### config.mk
export PLATFORM = sky130hd
export DESIGN_NAME = bms_pts
export DESIGN_NICKNAME = d
export VERILOG_FILES = /design/src/rtl/bms_pkg.sv /design/src/rtl/bms_pts.sv
export SDC_FILE = /design/constraint.sdc
export NUM_CORES = 1
export LEC_CHECK = 0
export BUFFER_PORTS_ARGS = -buffer_cell sky130_fd_sc_hd__buf_4
export CORE_ASPECT_RATIO = 0.5
export CORE_MARGIN = 4
export CORE_UTILIZATION = 50
export CTS_CLUSTER_SIZE = 40
export DETAILED_ROUTE_END_ITERATION = 6
export GPL_TIMING_DRIVEN = 0
export PLACE_DENSITY = 0.75
export SYNTH_ARGS = -nofsm -noshare
export SYNTH_HDL_FRONTEND = slang
export SYNTH_SLANG_ARGS = --single-unit
### constraint.sdc
create_clock -name aclk -period 10.6 [get_ports aclk]
set_input_delay 2.12 -clock aclk [delete_from_list [all_inputs] [get_ports aclk]]
set_output_delay 2.12 -clock aclk [all_outputs]
set_load 0.01 [all_outputs]
### src/rtl/bms_pkg.sv
`timescale 1ns / 1ps
package bms_pkg;

    localparam int MAX_POINTS_DEF = 4;
    localparam int MAX_LEVELS_DEF = 4;
    localparam logic [2:0] LEVELS_RESET = 3'd3;
    localparam logic REG_LEVELS = 1'b0;

    typedef struct packed {
        logic signed [31:0] point_x;
        logic signed [31:0] point_y;
        logic signed [15:0] order_key;
        logic               has_point;
        logic               last_point;
    } in_beat_t;

    typedef struct packed {
        logic signed [31:0] out_x;
        logic signed [31:0] out_y;
        logic               overflow;
        logic               end_of_curve;
    } out_beat_t;

    typedef enum logic [3:0] {
        ST_LOAD,
        ST_FILL,
        ST_RD_ISSUE,
        ST_RD_CAP,
        ST_WR_LEFT,
        ST_WR_RIGHT,
        ST_OUT_ISSUE,
        ST_OUT_CAP,
        ST_OUT_HOLD
    } state_t;

    // floor((a+b)/2) on the exact 33-bit sum
    function automatic logic signed [31:0] mid(input logic signed [31:0] a,
                                               input logic signed [31:0] b);
        logic signed [32:0] sum;
        sum = {a[31], a} + {b[31], b};
        return sum[32:1];
    endfunction

endpackage

### src/rtl/bms_pts.sv
`timescale 1ns / 1ps
module bms_pts import bms_pkg::*; #(
    parameter int MAX_POINTS = MAX_POINTS_DEF,
    parameter int CW = $clog2(MAX_POINTS + 1)
) (
    input  logic                     aclk,
    input  logic                     aresetn,
    input  logic                     load,
    input  logic                     clear,
    input  logic signed [31:0]       in_x,
    input  logic signed [31:0]       in_y,
    input  logic signed [15:0]       in_key,
    output logic [CW-1:0]            count,
    output logic                     dropped,
    output logic signed [31:0]       px [MAX_POINTS],
    output logic signed [31:0]       py [MAX_POINTS]
);
    logic signed [31:0] x_reg [MAX_POINTS];
    logic signed [31:0] y_reg [MAX_POINTS];
    logic signed [15:0] key_reg [MAX_POINTS];
    logic signed [31:0] x_next [MAX_POINTS];
    logic signed [31:0] y_next [MAX_POINTS];
    logic signed [15:0] key_next [MAX_POINTS];
    logic [MAX_POINTS-1:0] le;
    logic [CW-1:0] count_reg;
    logic dropped_reg;

    // sorted row: entries at or below the new key stay, the rest move up one
    always_comb begin
        for (int i = 0; i < MAX_POINTS; i++) begin
            le[i] = (CW'(i) < count_reg) && (key_reg[i] <= in_key);
        end
        for (int i = 0; i < MAX_POINTS; i++) begin
            if (le[i]) begin
                x_next[i] = x_reg[i];
                y_next[i] = y_reg[i];
                key_next[i] = key_reg[i];
            end else if (i == 0 || le[(i == 0) ? 0 : i - 1]) begin
                x_next[i] = in_x;
                y_next[i] = in_y;
                key_next[i] = in_key;
            end else begin
                x_next[i] = x_reg[(i == 0) ? 0 : i - 1];
                y_next[i] = y_reg[(i == 0) ? 0 : i - 1];
                key_next[i] = key_reg[(i == 0) ? 0 : i - 1];
            end
        end
    end

    always_ff @(posedge aclk) begin
        if (load && count_reg < CW'(MAX_POINTS)) begin
            x_reg <= x_next;
            y_reg <= y_next;
            key_reg <= key_next;
        end
    end

    always_ff @(posedge aclk) begin
        if (!aresetn) begin
            count_reg <= '0;
            dropped_reg <= 1'b0;
        end else if (clear) begin
            count_reg <= '0;
            dropped_reg <= 1'b0;
        end else if (load) begin
            if (count_reg < CW'(MAX_POINTS)) begin
                count_reg <= count_reg + CW'(1);
            end else begin
                dropped_reg <= 1'b1;
            end
        end
    end

    assign count = count_reg;
    assign dropped = dropped_reg;
    assign px = x_reg;
    assign py = y_reg;
endmodule

==> reports/results.ini <==
[run_status]
status = finished, final reports clean

[worst_hold_path]
hold_start = dropped
min_path_cells = 2
hp-class = register to register
worst_hold_path.endpoint = dropped

[sta]
fin_crit_ns = 5.34
fmax_mhz = 187
hold_viol = 0
final-max-slew-violation-count = 0
period_share_pct = 50.4
tightest_slew_ns = 1.02
holdWs_ns = 0.484
setup_viol = 0
fin_skew_ns = 0.0180
worst_slack_ns = 5.26
rsz0062_at_grt = no
slew_headroom_pct = 32.3

[clocking]
path_clk_slew_ns = 0.07
clk_latency_ns = 0.55
cts_tree = built
ctsResizeCount = 0
clockBufferDepth = 3
cts_setup_buffers = 0
h-tree-depth = 1
cts_buffers = 28
clock-sinks = 308
cts_root_buf = clkbuf_16
hold_buffers = 0

[worst_setup_path]
crit_fanout = 42
cp.arrival_ns = 5.57
rr_startpoint = key_reg[63]
critPathLaunchType = primary input
r2r-end = py[98]
r2r_cells = 10
worstPathRequired_ns = 10.83
end_kind = register
criticalPathCategory = primary input to register
r2r_setup_slack_ns = 6.60

[synth]
syn-cell-area_um2 = 14700
synth_cell_types = 47
yosysWarnings = 0
yosys.area.top_type_share_pct = 62.3
yosysSeqAreaShare_pct = 62.8
syn_nets = 1077
synth_area_leaders = edfxtp_1 62%, mux2_2 11%, a32o_1 5.5%, a221o_1 5.4%, ha_1 4.2%
synth-seq-cells = 308
synth.largest_area_cell = edfxtp_1
avgSynthCellArea_um2 = 15.5
syn_inst = 944

[final_layout]
design_area_um2 = 18800
final_core_util_pct = 66.5
fillers = 2095
area_delta_synth_final_pct = 28.4
fin_cells = 1731
layout.area.seq_um2 = 9210
fin_nets = 1458
multi_input_area_um2 = 5060
layout-drive-gt1-share_pct = 43.2

[detailed_routing]
post_drt_wl_per_cell_um = 26.0
drc = 0
dr.pass1.iters = 6
drtAntennaViolNets = 0
wirelength_um = 45000
via_per_inst = 6.23
drt_iter0_markers = 1078
vias = 10791

[power]
p_leak_nw = 7.29
ir_drop_v = 0.000111
powerDensity_nw_per_um2 = 160

[placement]
place_inst = 1677
portBuffers = 343
post-place-ws_ns = 4.76
placed_area_um2 = 17900
gp_congestion = 0.902
dp.final_hpwl_um = 31800

[floorplanning]
start_util_pct = 51.8
die_area_um2 = 32300
io_pins = 344
row_count = 43
die_w_um = 250
core_um2 = 28300
fp.dieH_um = 129

[grt]
overflow = 0
grt_usage_pct = 26.4
grt_pass1_vias = 10727
grt_pass1_wl_um = 66600
antenna_found_initial = 1
grt_max_degree = 68

[job]
maxCapViolCount = 0

==> metrics by stage <==
| step | power, mW | TNS (ns) |
|---|---|---|
| 2_1_floorplan | 1.77 | 0 |
| 3_3_place_gp | 2.00 | -70.27 |
| 3_5_place_dp | 2.02 | 0 |
| 4_1_cts | 3.01 | 0 |
| 5_1_grt | 3.11 | 0 |
| 6_report | 3.00 | 0 |
==> final cells by class <==
cell class	instances	share of cell area [%]
Timing Repair Buffer	351	14.7
Clock inverter	21	0.811
Antenna cell	2	0.0266
Sequential cell	308	48.9
Clock buffer	31	3.90
Multi-Input combinational cell	546	26.9
Inverter	24	0.492
Buffer	66	1.66
Tap cell	382	2.54
==> cells in the final DEF, fill, tap and decap left out, drive strengths merged, types with 2 or more instances in the layout <==
cell type | netlist | routed
a211oi | 2 | 2
a21o | 6 | 6
a21oi | 19 | 19
a221o | 79 | 79
a32o | 80 | 80
and2 | 3 | 3
buf | 32 | 383
bufinv | 0 | 2
clkbuf | 34 | 65
clkinv | 0 | 17
dfxtp | 4 | 4
diode | 0 | 2
edfxtp | 304 | 304
ha | 49 | 49
inv | 24 | 25
mux2 | 144 | 144
mux2i | 2 | 2
nand2 | 18 | 18
nand2b | 3 | 3
nand3 | 3 | 3
nand4 | 9 | 9
nor2 | 12 | 12
nor2b | 79 | 79
nor4 | 4 | 4
o211ai | 6 | 6
o21a | 3 | 3
o21ai | 7 | 7
o22a | 2 | 2
==> Yosys cell counts, drive strengths merged <==
cell,instances
clkbuf,34
a31o,1
dfxtp,4
a21boi,1
or2,1
inv,24
a211oi,2
nand2b,3
mux2i,2
buf,32
and2,3
o21ai,7
o31ai,1
a21o,6
nand2,18
edfxtp,304
a221oi,1
o22ai,1
nor3,1
or3,1
o211ai,6
mux2,144
a21oi,19
nor4,4
o22a,2
nor2b,79
xnor2,1
nor2,12
a41oi,1
a221o,79
a31oi,1
o311ai,1
nand4,9
ha,49
nand3,3
and4,1
o2111ai,1
o21a,3
a211o,1
a32o,80
o21bai,1
==> kinds of logic after synthesis <==
kind of cell	share of synthesized area (%)
flops	62.8
compound gates	13.5
mux	11.2
xor+xnor	0.0598
fa+ha+maj	4.18
simple gates	5.48
buf+inv	2.74
==> routing by layer <==
| layer | share of wire, % | vias to the layer above | GRT usage, % | routed length [µm] |
|---|---|---|---|---|
| li1 | - | 4661 | - | - |
| met1 | 40 | 5537 | 35.5 | 17900 |
| met2 | 50 | 518 | 45.5 | 22500 |
| met3 | 7.1 | 75 | 4.03 | 3180 |
| met4 | 3.0 | 0 | 7.53 | 1360 |
| met5 | 0 | - | 0 | 0 |
==> report_power, final <==
group          internal (mW)  switching [mW]  leakage [nW]
Clock                  0.547           0.459         0.443
Combinational          0.239           0.254          3.86
Sequential              1.45          0.0527          2.99
==> worst max-delay path, cell delays in order <==
cell and delay (ns):
buf_4 0.11, inv_1 0.08, ha_1 0.32, nand4_1 0.18, nor4_1 0.48, o21ai_0 0.24
o2111ai_1 0.19, a31o_2 0.18, buf_2 0.30, buf_2 0.36, and2_4 0.63, buf_16 0.33
==> how the worst max path moves through the flow <==
stage / startpoint / to / depth (start not counted)
finish: in_key[10] / py[98] / 12
global route: in_key[10] / key_reg[60] / 12
CTS: in_key[15] / py[104] / 12
detailed placement: in_key[15] / py[106] / 12
global placement: in_key[15] / px[83] / 10
floorplan: in_key[14] / key_reg[32] / 8
(Power assumes the default switching activity.)
