===== src/rtl/bms_pkg.sv =====
`timescale 1ns / 1ps
package bms_pkg;

    localparam int MAX_POINTS_DEF = 4;
    localparam int MAX_LEVELS_DEF = 4;
    localparam logic [2:0] LEVELS_RESET = 3'd3;
    localparam logic REG_LEVELS = 1'b0;

    typedef struct packed {
        logic signed [31:0] point_x;
        logic signed [31:0] point_y;
        logic signed [15:0] order_key;
        logic               has_point;
        logic               last_point;
    } in_beat_t;

    typedef struct packed {
        logic signed [31:0] out_x;
        logic signed [31:0] out_y;
        logic               overflow;
        logic               end_of_curve;
    } out_beat_t;

    typedef enum logic [3:0] {
        ST_LOAD,
        ST_FILL,
        ST_RD_ISSUE,
        ST_RD_CAP,
        ST_WR_LEFT,
        ST_WR_RIGHT,
        ST_OUT_ISSUE,
        ST_OUT_CAP,
        ST_OUT_HOLD
    } state_t;

    // floor((a+b)/2) on the exact 33-bit sum
    function automatic logic signed [31:0] mid(input logic signed [31:0] a,
                                               input logic signed [31:0] b);
        logic signed [32:0] sum;
        sum = {a[31], a} + {b[31], b};
        return sum[32:1];
    endfunction

endpackage


===== src/rtl/bms_cfg.sv =====
`timescale 1ns / 1ps
module bms_cfg import bms_pkg::*; (
    input  logic        aclk,
    input  logic        aresetn,
    input  logic        psel,
    input  logic        penable,
    input  logic        pwrite,
    input  logic [2:0]  paddr,
    input  logic [31:0] pwdata,
    output logic [31:0] prdata,
    output logic        pready,
    output logic [2:0]  levels
);
    logic [2:0] levels_reg;

    always_ff @(posedge aclk) begin
        if (!aresetn) begin
            levels_reg <= LEVELS_RESET;
        end else if (psel && penable && pwrite && paddr[2] == REG_LEVELS) begin
            levels_reg <= pwdata[2:0];
        end
    end

    assign prdata = (paddr[2] == REG_LEVELS) ? {29'd0, levels_reg} : 32'd0;
    assign pready = 1'b1;
    assign levels = levels_reg;
endmodule


===== config.mk =====
export PLATFORM = sky130hd
export DESIGN_NAME = bms_cfg
export DESIGN_NICKNAME = d
export VERILOG_FILES = /design/src/rtl/bms_pkg.sv /design/src/rtl/bms_cfg.sv
export SDC_FILE = /design/constraint.sdc
export NUM_CORES = 1
export LEC_CHECK = 0
export BUFFER_PORTS_ARGS = -buffer_cell sky130_fd_sc_hd__buf_2
export CORE_MARGIN = 4
export CORE_UTILIZATION = 26
export CTS_BUF_LIST = sky130_fd_sc_hd__clkbuf_16
export DETAILED_ROUTE_END_ITERATION = 16
export GPL_TIMING_DRIVEN = 1
export PLACE_DENSITY = 0.87
export SYNTH_ARGS = -nofsm -noshare
export SYNTH_HDL_FRONTEND = slang
export SYNTH_SLANG_ARGS = --single-unit
export TNS_END_PERCENT = 5

===== constraint.sdc =====
create_clock -name aclk -period 1.05 [get_ports aclk]
set_clock_uncertainty 0.05 [all_clocks]
set_input_delay 0.105 -clock aclk [delete_from_list [all_inputs] [get_ports aclk]]
set_output_delay 0.105 -clock aclk [all_outputs]
set_load 0.01 [all_outputs]

==> results.sh, run 1 <==
export IMPL_outcome="completed"
export IMPL_worstSkewPairLatency_ns=0.22
export IMPL_viasPerCell=3.29
export IMPL_irDropWorstVdd_mv=0.847
export IMPL_setup_violations_final=0
export IMPL_antenna_found_initial=0
export IMPL_fin_util_pct=32.1
export IMPL_h_tree_depth=1
export IMPL_core_area_um2=1370
export IMPL_netlist_instances=49
export IMPL_cp_arrival_ns=0.86
export IMPL_required_ns=0.89
export IMPL_num_vias=260
export IMPL_min_period_ns=1.02
export IMPL_grt_pass1_wl_um=821
export IMPL_layout_nets=105
export IMPL_path_clk_slew_ns=0.03
export IMPL_layout_setup_ws_ns=0.0337
export IMPL_p_per_area_nw_per_um2=1840
export IMPL_holdBufCountCts=0
export IMPL_start_util_pct=29.0
export IMPL_finalNonFillerCells=79
export IMPL_syn_mean_instance_area_um2=8.09
export IMPL_start_kind="register"
export IMPL_fmax_ghz=0.984
export IMPL_pin_count=76
export IMPL_cts_made_buffers=3
export IMPL_grt_pass1_vias=200
export IMPL_syn_area_um2=397
export IMPL_path_class="reg -> out"
export IMPL_post_cts_buffers=0
export IMPL_die_area_um2=2210
export IMPL_portBuffers=14
export IMPL_cts_root_buf="clkbuf_16"
export IMPL_die_h_um=47.1
export IMPL_ys_warn_count=0
export IMPL_rows=13
export IMPL_numPlacedInstances=75
export IMPL_cp_max_fo=3
export IMPL_fin_crit_sh_pct=96.8
export IMPL_fin_hold_ws_ns=0.0800
export IMPL_drive_above_1_share_pct=31.3
export IMPL_hold_violations=0
export IMPL_synthDistinctLibCells=9
export IMPL_dp_slack_ns=0.121
export IMPL_synth_seq_cells=3
export IMPL_detail_route_antenna_nets=0
export IMPL_routed_wl_um=712
export IMPL_rsz0062_at_grt="no"
export IMPL_cts_resized=0
export IMPL_grt_max_degree=7
export IMPL_final_common_cell="conb_1"
export IMPL_firstDrtPassIters=1
export IMPL_yosysSeqAreaShare_pct=15.1
export IMPL_worstSetupEndpointType="output port"
export IMPL_die_x_um=47.1
export IMPL_diodes=0
export IMPL_drt_iter0_markers=0
export IMPL_maxCapViolCount=0
export IMPL_wl_per_cell_um=9.01
export IMPL_largest_reg_flops=3
export IMPL_overflow=0
export IMPL_syn2layout_area_growth_pct=10.7
export IMPL_hpwl_um=625
export IMPL_drv_slew=0
export IMPL_final_cell_mix="30 x conb_1, 14 x buf_2, 4 x nor2b_1"
export IMPL_cts_tree="done"
export IMPL_track_usage_pct=6.51
export IMPL_drc_errors=0
export IMPL_cts_sinks=3
export IMPL_fin_setup_tns_ns=0
export IMPL_min_path_type="in -> reg"
export IMPL_gp_congestion=0.575
export IMPL_clockBufferDepth=2
export IMPL_power_leakage_nw=0.254
cell families after synthesis:
group	synth area share, %
buffers and inverters	58.0
other	1.89
flip-flops	15.1
AND/OR/NAND/NOR	17.4
multiplexers	7.57
per-stage QoR:
| step | total power, W | cell area [µm²] |
|---|---|---|
| after floorplan | 0.000270 | 502 |
| after global placement | 0.000211 | 360 |
| after detailed placement | 0.000213 | 360 |
| after CTS | 0.000815 | 439 |
| after global routing | 0.000842 | 439 |
| final | 0.000809 | 439 |
critical path, cell delays in order, from the launching register on:
cell     delay (ns)
dfxtp_1        0.32
and2b_2        0.19
buf_2          0.13
cell usage after synthesis:
| library cell | count | area share [%] |
|---|---|---|
| mux2i_1 | 3 | 7.6 |
| conb_1 | 2 | 1.9 |
| buf_4 | 30 | 57 |
| and4b_1 | 1 | 2.5 |
| and2b_2 | 3 | 6.6 |
| nor2b_1 | 4 | 6.3 |
| buf_2 | 1 | 1.3 |
| nand2_1 | 2 | 1.9 |
| dfxtp_1 | 3 | 15 |
path summary, 6_finish.rpt:
kind	start	endpoint	slack [ns]	depth (start not counted)
worst min-delay path	pwdata[2]	levels[2]	0.08	3
worst max register to register	levels[0]	levels[0]	0.35	2
worst min register to register	levels[2]	levels[2]	0.42	2
worst max-delay path	levels[0]	prdata[0]	0.03	2
metal layers:
layer / up-vias / track usage, % / wire length (µm)
met3: 2 / 4.60 / 163
met4: 0 / 6.63 / 13
met2: 31 / 9.49 / 304
met5: - / 0 / 0
met1: 108 / 5.68 / 229
li1: 119 / - / -
layout make-up:
class,count,area (µm²)
multi-input combinational,43,211
sequential,3,60.1
timing repair buffer,14,70.1
clock inverter,1,3.75
fill,146,927
tap,15,18.8
clock buffer,3,75.1
power breakdown:
group          leakage [nW]  internal, W  switching (W)   total, W
Combinational         0.188    0.0000265      0.0000677  0.0000942
Sequential           0.0244     0.000117     0.00000210   0.000120
Clock                0.0423     0.000491       0.000104   0.000595
Total                 0.254     0.000635       0.000174   0.000809
Power figures use the tool's default switching activity.
==> run 2: changes to the inputs <==
--- a/config.mk
+++ b/config.mk
@@ -6,7 +6,7 @@
 export NUM_CORES = 1
 export LEC_CHECK = 0
 export BUFFER_PORTS_ARGS = -buffer_cell sky130_fd_sc_hd__buf_2
-export CORE_MARGIN = 4
+export CORE_MARGIN = 2
 export CORE_UTILIZATION = 26
 export CTS_BUF_LIST = sky130_fd_sc_hd__clkbuf_16
 export DETAILED_ROUTE_END_ITERATION = 16
==> run 2 against run 1 <==
  * Sequential share of layout area about the same
  * Die area shrank 16%
  * Maximum frequency shrank 0.60%
  * Core utilization fell by 2.2 points
==> results.sh, run 2 (same netlist as run 1, synthesis figures left out) <==
export IMPL_rr_startpoint="levels[1]"
export IMPL_grt_max_degree=7
export IMPL_finalNonFillerCells=80
export IMPL_cpPeakStageDelay_ns=0.32
export IMPL_track_usage_pct=7.73
export IMPL_rsz0062_at_grt="no"
export IMPL_overflow=0
export IMPL_num_vias=252
export IMPL_fin_crit_sh_pct=97.4
export IMPL_final_cell_area_um2=440
export IMPL_die_h_um=43.1
export IMPL_outcome="completed"
export IMPL_h_tree_depth=1
export IMPL_cp_cell_sequence="and2b_2, buf_2"
export IMPL_cp_arrival_ns=0.87
export IMPL_critPathSlowestCell="dfxtp_1"
export IMPL_whs_path_depth=3
export IMPL_clockBufferDepth=2
export IMPL_cts_made_buffers=3
export IMPL_fmax_ghz=0.978
export IMPL_viasPerCell=3.15
export IMPL_holdBufCountCts=0
export IMPL_grt_pass1_vias=178
export IMPL_portBuffers=14
export IMPL_drc_errors=0
export IMPL_fin_setup_tns_ns=0
export IMPL_grt_pass1_wl_um=903
export IMPL_cts_tree="done"
export IMPL_wl_per_cell_um=7.65
export IMPL_layout_setup_ws_ns=0.0275
export IMPL_pin_count=76
export IMPL_r2r_end="levels[1]"
export IMPL_required_ns=0.89
export IMPL_gp_congestion=0.614
export IMPL_hold_violations=0
export IMPL_die_area_um2=1850
export IMPL_drive_above_1_share_pct=31.3
export IMPL_p_per_area_nw_per_um2=1820
export IMPL_worstSetupEndpointType="output port"
export IMPL_final_common_cell="conb_1"
export IMPL_die_x_um=43.1
export IMPL_rr_worst_depth=2
export IMPL_largest_reg_flops=3
export IMPL_min_period_ns=1.02
export IMPL_dp_slack_ns=0.138
export IMPL_multi_input_area_um2=211
export IMPL_cts_resized=0
export IMPL_final_cell_mix="30 x conb_1, 14 x buf_2, 4 x nor2b_1"
export IMPL_drv_slew=0
export IMPL_start_kind="register"
export IMPL_firstDrtPassIters=2
export IMPL_diodes=0
export IMPL_hp_start="pwdata[2]"
export IMPL_rows=14
export IMPL_core_area_um2=1470
export IMPL_post_cts_buffers=0
export IMPL_min_to="levels[2]"
export IMPL_antenna_found_initial=0
export IMPL_cp_max_fo=3
export IMPL_worstSkewPairLatency_ns=0.22
export IMPL_detail_route_antenna_nets=0
export IMPL_routed_wl_um=612
export IMPL_path_class="reg -> out"
export IMPL_setup_violations_final=0
export IMPL_cts_sinks=3
export IMPL_min_path_type="in -> reg"
export IMPL_numPlacedInstances=76
export IMPL_path_clk_slew_ns=0.03
export IMPL_start_util_pct=27.0
export IMPL_placedInstanceArea_um2=362
export IMPL_n_fill_cell=167
export IMPL_cts_root_buf="clkbuf_16"
export IMPL_maxCapViolCount=0
export IMPL_r2r_slack_ns=0.36
export IMPL_final_seq_area_um2=60.1
export IMPL_syn2layout_area_growth_pct=11.0
export IMPL_power_w=0.000802
export IMPL_layout_nets=105
export IMPL_hpwl_um=536
export IMPL_drt_iter0_markers=1
export IMPL_power_leakage_nw=0.254
export IMPL_irDropWorstVdd_mv=0.372
==> run 2: cell counts in the layout (fill, tap and decap cells not counted) <==
No cell type changed its count.
==> run 2: worst max-delay path by stage <==
stage	endpoint	startpoint	cells past startpoint	slack [ns]
finish	prdata[1]	levels[1]	2	0.03
global route	prdata[1]	levels[1]	2	0.006
CTS	prdata[1]	levels[1]	2	0.03
detailed placement	levels[1]	paddr[2]	3	0.14
global placement	levels[0]	paddr[2]	3	0.19
floorplan	levels[0]	paddr[2]	3	0.32
==> run 2: worst max-delay path, delay by kind of cell (launching register included) <==
family        cells  cell delay, ns
flops             1            0.32
buf+inv           1            0.13
simple gates      1            0.19
==> run 2: metal layers <==
layer  part of all wire, %  up-vias  global-route usage [%]  routed length (µm)
met5                     0        -                       0                   0
met4                     0        0                    7.27                   0
met3                    17        0                    5.11                 105
met2                    50       27                    10.9                 304
met1                    33      107                    7.42                 203
li1                      -      118                       -                   -
==> run 2: area by class of cell <==
type,count,share of cell area (%)
multi-input cells,43,48.0
clock inverters,1,0.852
well taps,16,4.55
flip-flops and latches,3,13.6
clock buffers,3,17.0
repair buffers,14,15.9
==> run 2: metrics by stage <==
step	hold WS (ns)	utilization [%]
2_1_floorplan	0.197	-
3_3_place_gp	0.307	24.6
3_5_place_dp	0.312	24.6
4_1_cts	0.0791	29.9
5_1_grt	0.0982	29.9
6_report	0.0805	29.9
==> run 2: power breakdown <==
group          internal [W]  total [W]  switching, W
Sequential         0.000117   0.000119    0.00000194
Combinational     0.0000265  0.0000929     0.0000664
Clock              0.000491   0.000590     0.0000992
==> run 3: changes to the inputs <==
--- a/config.mk
+++ b/config.mk
@@ -8,10 +8,11 @@
 export BUFFER_PORTS_ARGS = -buffer_cell sky130_fd_sc_hd__buf_2
 export CORE_MARGIN = 2
 export CORE_UTILIZATION = 26
-export CTS_BUF_LIST = sky130_fd_sc_hd__clkbuf_16
+export CTS_BUF_LIST = sky130_fd_sc_hd__clkbuf_4
 export DETAILED_ROUTE_END_ITERATION = 16
 export GPL_TIMING_DRIVEN = 1
 export PLACE_DENSITY = 0.87
+export RECOVER_POWER = 100
 export SYNTH_ARGS = -nofsm -noshare
 export SYNTH_HDL_FRONTEND = slang
 export SYNTH_SLANG_ARGS = --single-unit
==> constraint.sdc (replaced) <==
create_clock -name aclk -period 1 [get_ports aclk]
set_clock_uncertainty 0.05 [all_clocks]
set_input_delay 0.1 -clock aclk [delete_from_list [all_inputs] [get_ports aclk]]
set_output_delay 0.1 -clock aclk [all_outputs]
set_load 0.01 [all_outputs]
==> run 3 against run 2 <==
  * First-iteration DRC count down 100%
  * Largest power group unchanged
  * Largest cell class unchanged
  * Routed wire length up 7.0%
  * Sequential power up 5%
  * Clock-buffer cell count up 1
  * Critical path depth unchanged
  * Cell count up 2.5%
  * Via count up 4.4%
  * Global-route usage about the same
  * Highest routed layer unchanged
  * Sequential share of layout area up 1.0 points
  * Design area down 3.1%
==> results.sh, run 3 (same netlist as run 1, synthesis figures left out) <==
export IMPL_cts_tree="done"
export IMPL_start_util_pct=27.0
export IMPL_final_common_cell="conb_1"
export IMPL_min_path_type="in -> reg"
export IMPL_core_area_um2=1470
export IMPL_antenna_found_initial=0
export IMPL_h_tree_depth=1
export IMPL_hold_violations=0
export IMPL_setup_violations_final=0
export IMPL_cpPeakStageDelay_ns=0.31
export IMPL_hpwl_um=536
export IMPL_layout_setup_ws_ns=0.00354
export IMPL_syn2layout_area_growth_pct=7.57
export IMPL_top_usage_layer="met2"
export IMPL_crit_buf_inv=1
export IMPL_fin_crit_sh_pct=99.6
export IMPL_drive_above_1_share_pct=36.4
export IMPL_power_w=0.000471
export IMPL_maxCapViolCount=0
export IMPL_met1_usage_pct=6.89
export IMPL_firstDrtPassIters=1
export IMPL_met3_usage_pct=5.11
export IMPL_pin_count=76
export IMPL_cp_arrival_ns=0.85
export IMPL_num_vias=263
export IMPL_die_area_um2=1850
export IMPL_final_cell_area_um2=427
export IMPL_cp_max_fo=3
export IMPL_p_per_area_nw_per_um2=1100
export IMPL_worstSkewPairLatency_ns=0.23
export IMPL_n_fill_cell=171
export IMPL_die_h_um=43.1
export IMPL_required_ns=0.85
export IMPL_start_kind="register"
export IMPL_overflow=0
export IMPL_routed_wl_um=655
export IMPL_seqPwrFrac_pct=26.5
export IMPL_die_x_um=43.1
export IMPL_power_switching_w=0.000136
export IMPL_fin_util_pct=29.0
export IMPL_drt_iter0_markers=0
export IMPL_rows=14
export IMPL_power_internal_w=0.000336
export IMPL_fmax_ghz=1.00
export IMPL_multi_input_area_um2=211
export IMPL_p_comb_share_pct=23.1
export IMPL_detail_route_antenna_nets=0
export IMPL_final_cell_mix="30 x conb_1, 9 x buf_2, 4 x nor2b_1, 4 x clkbuf_4"
export IMPL_swShare_pct=28.8
export IMPL_dp_slack_ns=0.0934
export IMPL_cp_cell_sequence="and2b_2, buf_6"
export IMPL_placedInstanceArea_um2=362
export IMPL_met2_usage_pct=12.4
export IMPL_largest_reg_flops=3
export IMPL_clockBufferDepth=2
export IMPL_grt_max_degree=7
export IMPL_outcome="completed"
export IMPL_fin_setup_tns_ns=0
export IMPL_rsz0062_at_grt="yes"
export IMPL_clkPwrFrac_pct=50.4
export IMPL_r2r_slack_ns=0.21
export IMPL_drv_slew=0
export IMPL_drc_errors=0
export IMPL_wl_per_cell_um=7.99
export IMPL_grt_pass1_wl_um=945
export IMPL_layout_nets=107
export IMPL_cts_made_buffers=3
export IMPL_grt_pass1_vias=221
export IMPL_cts_root_buf="clkbuf_4"
export IMPL_power_leakage_nw=0.242
export IMPL_path_class="reg -> out"
export IMPL_portBuffers=14
export IMPL_cpLargestDelayFamily="flip-flops"
export IMPL_min_period_ns=0.996
export IMPL_cts_sinks=3
export IMPL_path_clk_slew_ns=0.04
export IMPL_diodes=0
export IMPL_gp_congestion=0.614
export IMPL_critPathSlowestCell="dfxtp_2"
export IMPL_worstSetupEndpointType="output port"
export IMPL_final_seq_area_um2=62.6
export IMPL_irDropWorstVdd_mv=0.254
export IMPL_viasPerCell=3.21
export IMPL_track_usage_pct=7.73
run 3: changes by cell type in the layout (fill, tap and decap cells not counted), sizes merged:
cell    before  now
clkbuf       3    6
inv          1    0
run 3: area by class of cell:
cell class | instances | area share [%]
clock buffer | 4 | 7.04
multi-input combinational | 43 | 49.6
sequential | 3 | 14.7
tap | 16 | 4.69
timing repair buffer | 16 | 24.0
run 3: metrics by stage:
step                      hold WS, ns  instances
after floorplan                 0.192         77
after global placement          0.302         76
after detailed placement        0.307         76
after CTS                      0.0517         82
after global routing           0.0777         82
final                          0.0764         82
run 3: final timing paths:
| kind | from | end | depth (start not counted) |
|---|---|---|---|
| setup / recovery | levels[0] | prdata[0] | 2 |
| hold / removal | pwdata[2] | levels[2] | 3 |
| setup reg to reg | levels[1] | levels[1] | 3 |
| hold reg to reg | levels[0] | levels[0] | 2 |
run 3: routing by layer:
| metal | wire (µm) | vias up |
|---|---|---|
| met4 | 0 | 0 |
| met2 | 355 | 27 |
| met1 | 187 | 114 |
| met5 | 0 | - |
| li1 | - | 122 |
| met3 | 112 | 0 |
run 3: power groups by stage:
stage / clock, W / sequential [W] / combinational [W]
final: 0.000238 / 0.000125 / 0.000109
after global routing: 0.000258 / 0.000125 / 0.000121
after CTS: 0.000252 / 0.000125 / 0.000107
after detailed placement: 0 / 0.000127 / 0.0000964
after global placement: 0 / 0.000127 / 0.0000937
after floorplan: 0 / 0.000128 / 0.000156
run 3: worst register-to-register path: stages (launching register included):
cell and delay, ns:
dfxtp_2 0.31, buf_4 0.13, nor2b_1 0.10, mux2i_1 0.08
run 3: repair_timing:
item                                    4_1_cts  5_1_grt
endpoints found under the setup margin        3        3
gates resized for setup                       6        0
hold buffers                                  0        0
cloned                                        0        0
setup buffers                                 2        0
